--- src/sv/svnco_pkg.sv ---
// ----------------------------------------------------------------------------
// svnco_pkg: shared types and constants for the synth voice core
// Stage, opcode, waveform and register index codes, fixed constants and the
// quarter-wave sine table computed at elaboration.
// ----------------------------------------------------------------------------
package svnco_pkg;

	// Oscillator
	localparam int PHASE_BITS      = 15;
	localparam int SAMPLE_BITS     = 16;
	localparam int STEP_BITS       = 31;
	localparam int SUSTAIN_BITS    = 15;
	localparam int CFG_INDEX_BITS  = 3;
	localparam int CFG_DATA_BITS   = 31;

	// Default envelope fraction bits below the Q15 level
	localparam int LEVEL_FRAC_BITS = 16;

	// Sine table: full period of SINE_TABLE_SIZE points (power of two),
	// stored as one quarter of SINE_QTR + 1 points
	localparam int SINE_TABLE_SIZE = 512;
	localparam int SINE_IDX_BITS   = $clog2(SINE_TABLE_SIZE);
	localparam int SINE_QTR        = SINE_TABLE_SIZE / 4;

	// Wave and scaling constants
	localparam logic [15:0] WAVE_MAX    = 16'h7fff;
	localparam logic [15:0] WAVE_MIN    = 16'h8000;
	localparam logic [14:0] SQUARE_EDGE = 15'h3fff;
	localparam logic [31:0] DIV_DEN     = 32'd32767;

	// Register reset values
	localparam logic [STEP_BITS-1:0]    ATTACK_STEP_RST  = 31'd44737877;
	localparam logic [STEP_BITS-1:0]    DECAY_STEP_RST   = 31'd0;
	localparam logic [STEP_BITS-1:0]    RELEASE_STEP_RST = 31'd44737877;
	localparam logic [SUSTAIN_BITS-1:0] SUSTAIN_RST      = 15'h7fff;

	typedef enum logic [2:0] {
		ENV_IDLE    = 3'd0,
		ENV_ATTACK  = 3'd1,
		ENV_DECAY   = 3'd2,
		ENV_SUSTAIN = 3'd3,
		ENV_RELEASE = 3'd4
	} env_stage_t;

	typedef enum logic [1:0] {
		OP_TICK     = 2'd0,
		OP_NOTE_ON  = 2'd1,
		OP_NOTE_OFF = 2'd2
	} op_t;

	typedef enum logic [1:0] {
		WAVE_SINE   = 2'd0,
		WAVE_SQUARE = 2'd1,
		WAVE_SAW    = 2'd2
	} wave_t;

	typedef enum logic [CFG_INDEX_BITS-1:0] {
		CFG_WAVE_TYPE     = 3'd0,
		CFG_ATTACK_STEP   = 3'd1,
		CFG_DECAY_STEP    = 3'd2,
		CFG_RELEASE_STEP  = 3'd3,
		CFG_SUSTAIN_LEVEL = 3'd4
	} cfg_index_t;

	typedef logic [14:0] qtab_t [0:SINE_QTR];

	// Quarter-wave table, entry k = round(32767*sin(pi/2 * k/SINE_QTR)),
	// Q30 Taylor series to x^13, clamped to [0,1] before rounding
	function automatic qtab_t build_sine_qtab();
		qtab_t             tab;
		longint unsigned   x;
		longint unsigned   x2;
		longint unsigned   term;
		longint unsigned   v;
		longint            sum;
		longint unsigned   num;
		longint unsigned   half_pi;
		longint            one;
		half_pi = 64'd1686629713;
		one     = 64'sd1 <<< 30;
		for (int k = 0; k <= SINE_QTR; k++) begin
			num  = 64'(4 * k);
			x    = (half_pi * num) / SINE_TABLE_SIZE;
			x2   = (x * x) >> 30;
			term = x;
			sum  = longint'(x);
			term = ((term * x2) >> 30) / 6;
			sum  = sum - longint'(term);
			term = ((term * x2) >> 30) / 20;
			sum  = sum + longint'(term);
			term = ((term * x2) >> 30) / 42;
			sum  = sum - longint'(term);
			term = ((term * x2) >> 30) / 72;
			sum  = sum + longint'(term);
			term = ((term * x2) >> 30) / 110;
			sum  = sum - longint'(term);
			term = ((term * x2) >> 30) / 156;
			sum  = sum + longint'(term);
			if (sum < 0)
				sum = 0;
			if (sum > one)
				sum = one;
			v      = ((unsigned'(sum) * 64'd32767) + (64'd1 << 29)) >> 30;
			tab[k] = 15'(v);
		end
		return tab;
	endfunction

	localparam qtab_t SINE_QTAB = build_sine_qtab();

endpackage

--- src/sv/synth_voice_nco_with_adsr_core.sv ---
// ----------------------------------------------------------------------------
// synth_voice_nco_with_adsr_core: one synthesizer voice
// Phase accumulator oscillator (sine, square, saw) scaled by an ADSR
// envelope held in Q15 fixed point with extra fraction bits.
// ----------------------------------------------------------------------------
// A sample tick's result is registered through stages s1 to s5 and then the output register.
// Throughput: one item per cycle from the six-stage sample pipeline; bubbles
//   collapse, so a stalled result blocks input only when every stage is full.
// Note on / note off items update state at acceptance and produce no result.
// Reset (arst_n low, asynchronous): voice idle, phase, step and level zero,
//   registers at their defaults, pipeline empty.
// ----------------------------------------------------------------------------
module synth_voice_nco_with_adsr_core #(
	parameter int LEVEL_FRAC_BITS = svnco_pkg::LEVEL_FRAC_BITS
) (
	input  logic                                  clk,
	input  logic                                  arst_n,

	// configuration write port
	input  logic                                  cfg_we,
	input  logic [svnco_pkg::CFG_INDEX_BITS-1:0]  cfg_index,
	input  logic [svnco_pkg::CFG_DATA_BITS-1:0]   cfg_data,

	// input items
	input  logic                                  in_valid,
	output logic                                  in_ready,
	input  logic [1:0]                            op,
	input  logic [svnco_pkg::PHASE_BITS-1:0]      phase_increment,

	// result items
	output logic                                  out_valid,
	input  logic                                  out_ready,
	output logic signed [svnco_pkg::SAMPLE_BITS-1:0] sample_out,
	output logic [2:0]                            envelope_stage_out
);

	// Level is Q15 with LEVEL_FRAC_BITS more fraction bits.
	localparam int LW  = 15 + LEVEL_FRAC_BITS;
	// Envelope arithmetic width: room for level + step without wrap.
	localparam int SW  = ((LW > svnco_pkg::STEP_BITS) ? LW : svnco_pkg::STEP_BITS) + 1;
	// wave (16 signed) times level (unsigned)
	localparam int PW  = LW + 17;
	localparam int IB  = svnco_pkg::SINE_IDX_BITS;
	localparam logic [SW-1:0] LVL_MAX = SW'(32'h7fff) << LEVEL_FRAC_BITS;

	// ------------------------------------------------------------------
	// Configuration registers
	// ------------------------------------------------------------------
	logic [1:0]                          wave_type_q;
	logic [svnco_pkg::STEP_BITS-1:0]     attack_step_q;
	logic [svnco_pkg::STEP_BITS-1:0]     decay_step_q;
	logic [svnco_pkg::STEP_BITS-1:0]     release_step_q;
	logic [svnco_pkg::SUSTAIN_BITS-1:0]  sustain_level_q;

	always_ff @(posedge clk or negedge arst_n) begin
		if (!arst_n) begin
			wave_type_q     <= svnco_pkg::WAVE_SINE;
			attack_step_q   <= svnco_pkg::ATTACK_STEP_RST;
			decay_step_q    <= svnco_pkg::DECAY_STEP_RST;
			release_step_q  <= svnco_pkg::RELEASE_STEP_RST;
			sustain_level_q <= svnco_pkg::SUSTAIN_RST;
		end else if (cfg_we) begin
			case (cfg_index)
				svnco_pkg::CFG_WAVE_TYPE:     wave_type_q     <= cfg_data[1:0];
				svnco_pkg::CFG_ATTACK_STEP:   attack_step_q   <= cfg_data;
				svnco_pkg::CFG_DECAY_STEP:    decay_step_q    <= cfg_data;
				svnco_pkg::CFG_RELEASE_STEP:  release_step_q  <= cfg_data;
				svnco_pkg::CFG_SUSTAIN_LEVEL: sustain_level_q <= cfg_data[14:0];
				default: ;  // unmapped index, write dropped
			endcase
		end
	end

	// ------------------------------------------------------------------
	// Handshake: bubble-collapsing ready chain through the sample pipeline
	// ------------------------------------------------------------------
	logic v_s1, v_s2, v_s3, v_s4, v_s5, out_valid_q;
	logic rdy_s1, rdy_s2, rdy_s3, rdy_s4, rdy_s5, rdy_out;

	assign rdy_out  = !out_valid_q || out_ready;
	assign rdy_s5   = !v_s5 || rdy_out;
	assign rdy_s4   = !v_s4 || rdy_s5;
	assign rdy_s3   = !v_s3 || rdy_s4;
	assign rdy_s2   = !v_s2 || rdy_s3;
	assign rdy_s1   = !v_s1 || rdy_s2;
	assign in_ready = rdy_s1;

	logic accept;
	logic tick_acc;
	assign accept   = in_valid && in_ready;
	assign tick_acc = accept && (op == svnco_pkg::OP_TICK);

	// ------------------------------------------------------------------
	// Voice state: phase accumulator and envelope
	// ------------------------------------------------------------------
	logic [svnco_pkg::PHASE_BITS-1:0] phase_q;
	logic [svnco_pkg::PHASE_BITS-1:0] phase_step_q;
	logic [LW-1:0]                    level_q;
	svnco_pkg::env_stage_t            stage_q;

	// Envelope step for one tick (next state)
	logic [LW-1:0]          level_d;
	svnco_pkg::env_stage_t  stage_d;
	logic [SW-1:0]          lvl_ext;
	logic [SW-1:0]          att_sum;
	logic [SW-1:0]          dec_ext;
	logic [SW-1:0]          rel_ext;
	logic [SW-1:0]          sus_ext;
	logic [SW-1:0]          dec_lvl;

	always_comb begin
		lvl_ext = SW'(level_q);
		att_sum = lvl_ext + SW'(attack_step_q);
		dec_ext = SW'(decay_step_q);
		rel_ext = SW'(release_step_q);
		sus_ext = SW'(sustain_level_q) << LEVEL_FRAC_BITS;
		// decay saturates at zero
		dec_lvl = (dec_ext > lvl_ext) ? '0 : (lvl_ext - dec_ext);
		level_d = level_q;
		stage_d = stage_q;
		unique case (stage_q)
			svnco_pkg::ENV_ATTACK: begin
				if (att_sum > LVL_MAX) begin
					level_d = LVL_MAX[LW-1:0];
					stage_d = svnco_pkg::ENV_DECAY;
				end else begin
					level_d = att_sum[LW-1:0];
				end
			end
			svnco_pkg::ENV_DECAY: begin
				level_d = dec_lvl[LW-1:0];
				if (dec_lvl < sus_ext)
					stage_d = svnco_pkg::ENV_SUSTAIN;
			end
			svnco_pkg::ENV_RELEASE: begin
				if (rel_ext > lvl_ext) begin
					level_d = '0;
					stage_d = svnco_pkg::ENV_IDLE;
				end else begin
					level_d = LW'(lvl_ext - rel_ext);
				end
			end
			default: ;  // idle and sustain hold the level
		endcase
	end

	always_ff @(posedge clk or negedge arst_n) begin
		if (!arst_n) begin
			phase_q      <= '0;
			phase_step_q <= '0;
			level_q      <= '0;
			stage_q      <= svnco_pkg::ENV_IDLE;
		end else if (accept) begin
			case (op)
				svnco_pkg::OP_TICK: begin
					phase_q <= phase_q + phase_step_q;  // wraps mod 2^15
					level_q <= level_d;
					stage_q <= stage_d;
				end
				svnco_pkg::OP_NOTE_ON: begin
					// attack restarts from the current level
					phase_step_q <= phase_increment;
					stage_q      <= svnco_pkg::ENV_ATTACK;
				end
				svnco_pkg::OP_NOTE_OFF: begin
					stage_q <= svnco_pkg::ENV_RELEASE;
				end
				default: ;  // unused op: no effect
			endcase
		end
	end

	// ------------------------------------------------------------------
	// Sample pipeline
	// s1: snapshot of phase and level before the step (level forced to
	//     zero while idle so the sample comes out zero)
	// s2: wave value (table lookup and interpolation)
	// s3: wave * level
	// s4: magnitude, drop level fraction bits
	// s5: quotient estimate for /32767
	// out: quotient correction, sign, clamp
	// ------------------------------------------------------------------
	logic [svnco_pkg::PHASE_BITS-1:0] phase_s1;
	logic [LW-1:0]                    level_s1;
	logic [2:0]                       stage_s1;

	logic signed [15:0]               w_s2;
	logic [LW-1:0]                    level_s2;
	logic [2:0]                       stage_s2;

	logic signed [PW-1:0]             prod_s3;
	logic [2:0]                       stage_s3;

	logic [30:0]                      mag_s4;
	logic                             neg_s4;
	logic [2:0]                       stage_s4;

	logic [30:0]                      mag_s5;
	logic [16:0]                      q0_s5;
	logic                             neg_s5;
	logic [2:0]                       stage_s5;

	logic signed [15:0]               sample_q;
	logic [2:0]                       result_stage_q;

	// sine lookup: quarter table with quadrant folding
	function automatic logic signed [15:0] sine_at(input logic [IB-1:0] j);
		logic [1:0]    quad;
		logic [IB-3:0] r;
		logic [IB-2:0] k;
		logic [14:0]   m;
		quad = j[IB-1 -: 2];
		r    = j[IB-3:0];
		k    = quad[0] ? ((IB-1)'(svnco_pkg::SINE_QTR) - {1'b0, r}) : {1'b0, r};
		m    = svnco_pkg::SINE_QTAB[k];
		return quad[1] ? -$signed({1'b0, m}) : $signed({1'b0, m});
	endfunction

	// s2 combinational: wave value
	logic [IB-1:0]          idx_c;
	logic [IB-1:0]          idx_nx_c;
	logic [14:0]            frac_c;
	logic signed [15:0]     tab_a_c;
	logic signed [15:0]     tab_b_c;
	logic signed [16:0]     diff_c;
	logic signed [32:0]     interp_p_c;
	logic signed [17:0]     interp_w_c;
	logic signed [15:0]     wave_c;

	always_comb begin
		idx_c      = phase_s1[14 -: IB];
		idx_nx_c   = idx_c + 1'b1;  // wraps to entry 0 at the period end
		frac_c     = 15'(phase_s1 << IB);
		tab_a_c    = sine_at(idx_c);
		tab_b_c    = sine_at(idx_nx_c);
		diff_c     = 17'(tab_b_c) - 17'(tab_a_c);
		// a + floor((b-a)*f / 32768)
		interp_p_c = 33'(diff_c) * $signed({18'd0, frac_c});
		interp_w_c = 18'(tab_a_c) + 18'(interp_p_c >>> 15);
		unique case (wave_type_q)
			svnco_pkg::WAVE_SQUARE:
				wave_c = (phase_s1 > svnco_pkg::SQUARE_EDGE) ? svnco_pkg::WAVE_MAX
				                                             : svnco_pkg::WAVE_MIN;
			svnco_pkg::WAVE_SAW:
				wave_c = $signed({1'b0, phase_s1});
			default:
				wave_c = interp_w_c[15:0];  // sine, also for the unused code
		endcase
	end

	// s3 combinational: product
	logic signed [PW-1:0] prod_c;
	assign prod_c = PW'(w_s2) * $signed({1'b0, level_s2});

	// s4 combinational: magnitude >> fraction bits (truncation toward zero)
	logic [PW-1:0] abs_c;
	logic [30:0]   mag_c;
	assign abs_c = prod_s3[PW-1] ? PW'(-prod_s3) : PW'(prod_s3);
	assign mag_c = 31'(abs_c >> LEVEL_FRAC_BITS);

	// s5 combinational: x/32767 estimate, low by at most one
	logic [31:0] qsum_c;
	assign qsum_c = {1'b0, mag_s4} + 32'(mag_s4 >> 15);

	// out combinational: correct, sign, clamp
	logic [31:0]        rem_c;
	logic [16:0]        q_c;
	logic signed [15:0] sample_c;

	always_comb begin
		rem_c = {1'b0, mag_s5} - ({q0_s5, 15'd0} - 32'(q0_s5));
		q_c   = q0_s5 + 17'(rem_c >= svnco_pkg::DIV_DEN);
		if (neg_s5)
			sample_c = 16'(-q_c);
		else if (q_c > 17'(svnco_pkg::WAVE_MAX))
			sample_c = svnco_pkg::WAVE_MAX;
		else
			sample_c = q_c[15:0];
	end

	// valid bits
	always_ff @(posedge clk or negedge arst_n) begin
		if (!arst_n) begin
			v_s1        <= 1'b0;
			v_s2        <= 1'b0;
			v_s3        <= 1'b0;
			v_s4        <= 1'b0;
			v_s5        <= 1'b0;
			out_valid_q <= 1'b0;
		end else begin
			if (rdy_s1)  v_s1        <= tick_acc;
			if (rdy_s2)  v_s2        <= v_s1;
			if (rdy_s3)  v_s3        <= v_s2;
			if (rdy_s4)  v_s4        <= v_s3;
			if (rdy_s5)  v_s5        <= v_s4;
			if (rdy_out) out_valid_q <= v_s5;
		end
	end

	// payload, no reset
	always_ff @(posedge clk) begin
		if (tick_acc) begin
			phase_s1 <= phase_q;
			level_s1 <= (stage_q == svnco_pkg::ENV_IDLE) ? '0 : level_q;
			stage_s1 <= stage_d;
		end
		if (v_s1 && rdy_s2) begin
			w_s2     <= wave_c;
			level_s2 <= level_s1;
			stage_s2 <= stage_s1;
		end
		if (v_s2 && rdy_s3) begin
			prod_s3  <= prod_c;
			stage_s3 <= stage_s2;
		end
		if (v_s3 && rdy_s4) begin
			mag_s4   <= mag_c;
			neg_s4   <= prod_s3[PW-1];
			stage_s4 <= stage_s3;
		end
		if (v_s4 && rdy_s5) begin
			mag_s5   <= mag_s4;
			q0_s5    <= qsum_c[31:15];
			neg_s5   <= neg_s4;
			stage_s5 <= stage_s4;
		end
		if (v_s5 && rdy_out) begin
			sample_q       <= sample_c;
			result_stage_q <= stage_s5;
		end
	end

	assign out_valid          = out_valid_q;
	assign sample_out         = sample_q;
	assign envelope_stage_out = result_stage_q;

endmodule

--- config.mk ---
export PLATFORM = sky130hd
export DESIGN_NAME = synth_voice_nco_with_adsr_core
export DESIGN_NICKNAME = d
export VERILOG_FILES = /design/src/sv/svnco_pkg.sv /design/src/sv/synth_voice_nco_with_adsr_core.sv
export SDC_FILE = /design/constraint.sdc
export NUM_CORES = 2
export LEC_CHECK = 0
export BUFFER_PORTS_ARGS = -buffer_cell sky130_fd_sc_hd__buf_2
export CAP_MARGIN = 15
export CORE_ASPECT_RATIO = 2
export CORE_MARGIN = 3
export CORE_UTILIZATION = 65
export DETAILED_ROUTE_END_ITERATION = 10
export GPL_TIMING_DRIVEN = 0
export PLACE_DENSITY = 0.83
export SYNTH_ARGS = -nofsm -noshare
export SYNTH_HDL_FRONTEND = slang
export SYNTH_SLANG_ARGS = --single-unit
--- constraint.sdc ---
create_clock -name clk -period 15.5 [get_ports clk]
set_input_delay 0.775 -clock clk [delete_from_list [all_inputs] [get_ports clk]]
set_output_delay 0.775 -clock clk [all_outputs]
set_load 0.02 [all_outputs]
Word-level counts from Yosys, hierarchy flattened
Memories as Yosys holds them, arrays and structs flattened. Cells that the tools add are included. W data, S select, Z words.

Register bits: 436. ROM bits: 7680. Input bits: 56. Output and inout port bits: 21. Memories: 2.

Memories: (name not given) (depth 256, bits a word 15, rd ports 1, clocked after memory_dff 0, wr ports 0, RTL line synth_voice_nco_with_adsr_core.sv:215) `m = svnco_pkg::SINE_QTAB[k];`; (name not given) (depth 256, bits a word 15, rd ports 1, clocked after memory_dff 0, wr ports 0, RTL line synth_voice_nco_with_adsr_core.sv:215).

Add/subtract/negate cells: 17. $mul: 2. Order comparisons: 9. Eq/ne operators: 11. Mux-type cells: 22. Bitwise operators: 2. Reductions and logical operators: 33.

Operators by type and width (number): $pmux W31 S3 (1); $mux W16 (5); $gt A31 B31 Y1 (2); $mux W31 (2); $mux W15 (4); $mul A16 B32 Y48 (1); $mux W47 (1); $neg A47 Y47 (1); $add A31 B16 Y32 (1); $add A31 B31 Y32 (1); $ge A32 B15 Y1 const B (1); $gt A32 B31 Y1 const B (1); $lt A32 B31 Y1 (1); $mux W32 (1); $neg A15 Y16 (2); $pmux W16 S2 (1); $sub A31 B31 Y32 (1); $sub A31 B32 Y32 (1); $sub A32 B17 Y32 (1); $sub A31 B31 Y31 (1); $mul A17 B7 Y22 (1); $ge A9 B9 Y1 const B (2); $not A8 Y9 (2); $pmux W3 S3 (2); 24 further kinds (59).

Depth between registers and ports, before layout
Word-level depth: 13. Mapped depth: 58. Depth with buffers taken out: 52.

Least setup slack after synthesis
OpenSTA, ideal clock, no wires.

Path kind: register to register. From: register phase_s1[6] (netlist name). To: register w_s2[15], data pin. Library setup time: 149 ps. Arrival: 12548 ps. Data required time: 15351 ps. Slack: 2803 ps. Cell stages (with the launch flop): 52. Path buffers: 4. Clock period less this slack: 12697 ps. Path through: edfxtp_1 clkbuf_1 clkinv_1 ha_1 clkbuf_1 mux2_2 inv_1 clkbuf_1 ha_1 clkbuf_1 nand2_1 a211oi_1 a211oi_1 nor4_1 inv_1 ha_1 mux2i_1 ha_1 [... 16 more ...] inv_1 fa_1 inv_1 ha_1 and3_1 nand4_1 o21ai_0 a41o_1 o41ai_1 xnor2_1 ha_1 a21oi_1 o21ai_0 a21o_1 a21oi_1 xnor3_1 xor3_1 mux2i_1.

Word-level cells in the longest chain between the ends: 13. Elaborated cells on any way between the ends: 23.

RTL lines: from (decl) (RTL line synth_voice_nco_with_adsr_core.sv:183) `logic [svnco_pkg::PHASE_BITS-1:0] phase_s1;`; from (signal assigned) (RTL line synth_voice_nco_with_adsr_core.sv:303) `phase_s1 <= phase_q;`; $add A9 B1 Y9 (RTL line synth_voice_nco_with_adsr_core.sv:232) `idx_nx_c = idx_c + 1'b1;`; $sub A8 B7 Y8 (RTL line synth_voice_nco_with_adsr_core.sv:214) `k = quad[0] ? ((IB-1)'(svnco_pkg::SINE_QTR) - {1'b0, r}) : {1'b0, r};`; $mux W8 (RTL line synth_voice_nco_with_adsr_core.sv:214); $not A8 Y9 (not written as such) (RTL line synth_voice_nco_with_adsr_core.sv:215); $mem_v2 Z256 W15; $mux W15 (not written as such) (2 in a row) (RTL line synth_voice_nco_with_adsr_core.sv:215); $neg A15 Y16 (RTL line synth_voice_nco_with_adsr_core.sv:216) `return quad[1] ? -$signed({1'b0, m}) : $signed({1'b0, m});`; $mux W16 (RTL line synth_voice_nco_with_adsr_core.sv:216); $sub A16 B16 Y17 (RTL line synth_voice_nco_with_adsr_core.sv:236) `diff_c = 17'(tab_b_c) - 17'(tab_a_c);`; $mul A17 B7 Y22 (RTL line synth_voice_nco_with_adsr_core.sv:238) `interp_p_c = 33'(diff_c) * $signed({18'd0, frac_c});`; $add A16 B16 Y16 (RTL line synth_voice_nco_with_adsr_core.sv:239) `interp_w_c = 18'(tab_a_c) + 18'(interp_p_c >>> 15);`; $pmux W16 S2 * (RTL line synth_voice_nco_with_adsr_core.sv:240) `unique case (wave_type_q)`; via wave_c[15] (RTL line synth_voice_nco_with_adsr_core.sv:228) `logic signed [15:0] wave_c;`; to (signal assigned) (RTL line synth_voice_nco_with_adsr_core.sv:308) `w_s2 <= wave_c;`; to (decl) (RTL line synth_voice_nco_with_adsr_core.sv:187) `logic signed [15:0] w_s2;`.

Mark *: on every way through the listed nets, which the timed path passes. The rest lies on a longest branch. The select of a mux whose other input is x is not followed. A chain may end at the register's enable or synchronous reset.

Worst setup path after layout
Same ends and word-level chain as after synthesis.

==> results_dict.tcl <==
set metrics [dict create \
    synth_area_per_cell_um2 8.88 \
    cp_max_fo 15 \
    wl_mm 194 \
    relSlewSlack 0.175 \
    drive_gt1_frac 0.0687 \
    yosys_warnings 0 \
    placed_area_um2 54900 \
    yosysTopAreaCell "fa_1" \
    met2_length_mm 93.9 \
    wl_met3_mm 15.0 \
    status "finished clean" \
    syn_to_final_growth_pct 6.87 \
    drc 0 \
    rr_worst_depth 48 \
    final.setup_skew_ps 51.8 \
    ant_nets 0 \
    numCtsBuffers 43 \
    dieHeight_um 409 \
    fp-row-count 147 \
    worstSetupStartpointType "register" \
    hpwlAfterDp_mm 153 \
    routedLengthMet1_mm 56.2 \
    gp_congestion 1.17 \
    fp.coreArea_um2 80600 \
    fin_area_um2 56500 \
    crit_slowest_cell "nor4b_1" \
    drt_first_pass_iters 10 \
    initialDrtViolationCount 4360 \
    tritoncts "built" \
    portBuffers 76 \
    ys_types 95 \
    maxCapViolCount 0 \
    clock_latency_ps 640 \
    crit_top_cell "o21ai_0" \
    clock_sinks 436 \
    cts_hold_buf 0 \
    routed.top_layer "met5" \
    boundaryPins 77 \
    synth_enable_flop_cells 256 \
    utilization 0.702 \
    via_per_inst 6.70 \
    setup_violations 0 \
    final_net_count 7098 \
    critPathCaptureType "register" \
    grt_max_degree 111 \
    worst_pin_slew_ps 1220 \
    synth_top_area_share 0.181 \
    clkTransAtPathRegs_ps 80 \
    grt_pass1_vias 51000 \
    clockBufferDepth 3 \
    ff2ff_setup_slack_ps 280 \
    crit_required_ps 15820 \
    startpoint "phase_s1[6]$_DFFE_PP_" \
    synth.area.top_cells "fa_1 (18%), edfxtp_1 (15%), ha_1 (11%), dfrtp_1 (6.6%), inv_1 (5.5%)" \
    grt_pass1_wl_mm 293 \
    critPathKind "reg2reg" \
    grt_overflow 0 \
    min_period_ps 15220 \
    synth_fp_nets 6963 \
    die-area_um2 85100 \
    clock-root-buffer "clkbuf_16" \
    synthFlopType "edfxtp_1" \
    hold_viol_final 0 \
    crit_path_end "w_s2[15]$_DFFE_PP_" \
    fmaxAchievable_ghz 0.0657 \
    r2r-start "phase_s1[6]$_DFFE_PP_" \
    async_reset_ff_frac 0.413 \
    r2r_end "w_s2[15]$_DFFE_PP_" \
    hp-class "in2async" \
    netlist_area_um2 52900 \
    vias 48067 \
    setup_ws_ps 277 \
    start_util 0.657 \
    yosysSeqAreaShare 0.231 \
    wire_per_inst_um 27.0 \
    synth_cells 5957 \
    antenna_found_initial 14 \
    cp.arrival_ps 15540 \
    period_share 0.982 \
    fp.dieW_um 208 \
    cp_slowest_stage_delay_ps 810 \
    synth-seq-cells 436 \
    gr-usage-all-layers 0.455 \
    whs_ps 83.2 \
    rsz0062_at_grt "false" \
    cts_htree_levels 2 \
    maxSlewViolCount 0 \
    place_ws_ps -2410 \
]
-- final cells by class --
type	count	area [um^2]
clock inverters	25	269
fillers	6203	24000
repair buffers	93	644
clock buffers	53	1170
multi-input cells	4448	36800
diodes	11	27.5
flip-flops and latches	436	12200
plain buffers	289	1150
well taps	1043	1310
inverters	781	2950
-- stage by stage --
step                      std cells  TNS (ps)
final                          7179         0
after global routing           7168         0
after CTS                      7166         0
after detailed placement       7087     -7090
after global placement         7076    -10150
after floorplan                5957         0
-- worst max-delay path, delay by kind of cell (launching register included) --
family | cells | cell delay [ps]
compound gates | 19 | 4700
fa+ha+maj | 8 | 3450
buf+inv | 8 | 2330
simple gates | 8 | 2330
xor+xnor | 3 | 1200
mux | 2 | 480
flops | 1 | 430
-- cell usage in the layout (no fill, tap or decap), types with 34 or more instances in the layout --
cell type,count
xnor2_1,216
ha_1,471
o21ai_0,282
inv_1,775
nand2b_1,67
buf_2,98
a21o_1,110
edfxtp_1,256
o211ai_1,57
dfstp_2,41
a211oi_1,66
mux2_2,83
nand4_1,52
and2_1,222
a31oi_1,49
nand2_1,692
fa_1,477
nand3_1,112
nor2_1,302
xor2_1,87
clkbuf_1,230
a21oi_1,291
dfrtp_1,139
clkbuf_16,44
a221oi_1,34
and3_1,42
nor3_1,100
nor2b_1,83
-- registers in the layout, indices dropped and copies added, names as in the netlist, 17 cells and up --
signal	flops
release_step_q	31
level_s1	31
decay_step_q	31
mag_s4	31
level_s2	31
mag_s5	31
prod_s3	48
attack_step_q	31
q0_s5	17
level_q	31
-- repair_timing --
| action | in CTS | in global routing |
|---|---|---|
| pin swaps | 0 | 1 |
| resized for setup | 17 | 52 |
| endpoints found under the hold margin | 0 | 0 |
| endpoints found under the setup margin | 7 | 3 |
| buffers inserted | 1 | 1 |
-- cells in the mapped netlist (34+ instances only) --
master / number
edfxtp_1: 256
nand2b_1: 67
inv_1: 776
and3_1: 42
dfrtp_1: 139
a221oi_1: 34
a31oi_1: 50
ha_1: 473
nor2b_1: 84
nand2_1: 692
and2_1: 224
nand4_1: 52
clkbuf_1: 248
fa_1: 477
o21ai_0: 282
a21o_1: 110
mux2_2: 84
xor2_1: 87
a211oi_1: 67
nor3_1: 100
xnor2_1: 219
nor2_1: 305
o211ai_1: 57
nand3_1: 112
dfstp_2: 41
a21oi_1: 291
-- logic make-up after synthesis --
family / Yosys count / synth area share
xor gates and xnor gates: 308 / 0.0515
DFF: 436 / 0.231
and+or+nand+nor: 1836 / 0.169
buffers and inverters: 1073 / 0.0768
AOI/OAI and AO/OA: 1239 / 0.155
muxes: 114 / 0.0243
adders and majority gates: 951 / 0.293
-- layer usage --
layer	global-route usage	vias to the layer above
met4	0.521	10
met1	0.415	22979
met5	0	-
met2	0.771	2981
met3	0.106	1490
li1	-	20607
-- how the worst min path moves through the flow --
stage / from / endpoint / slack, ps / depth (start not counted)
floorplan: stage_s5[0]$_DFFE_PP_ / envelope_stage_out[0]$_DFFE_PP_ / 400 / 0
global placement: level_s1[22]$_SDFFCE_PN0P_ / level_s2[22]$_DFFE_PP_ / 400 / 0
detailed placement: level_s1[13]$_SDFFCE_PN0P_ / level_s2[13]$_DFFE_PP_ / 400 / 0
CTS: arst_n / release_step_q[9]$_DFFE_PN0P_ / 90 / 1
global route: arst_n / attack_step_q[9]$_DFFE_PN0P_ / 100 / 1
finish: arst_n / attack_step_q[9]$_DFFE_PN0P_ / 80 / 1
Power is not shown: default switching activity piles up to over one toggle a cycle in this logic, so the estimate is an artifact.
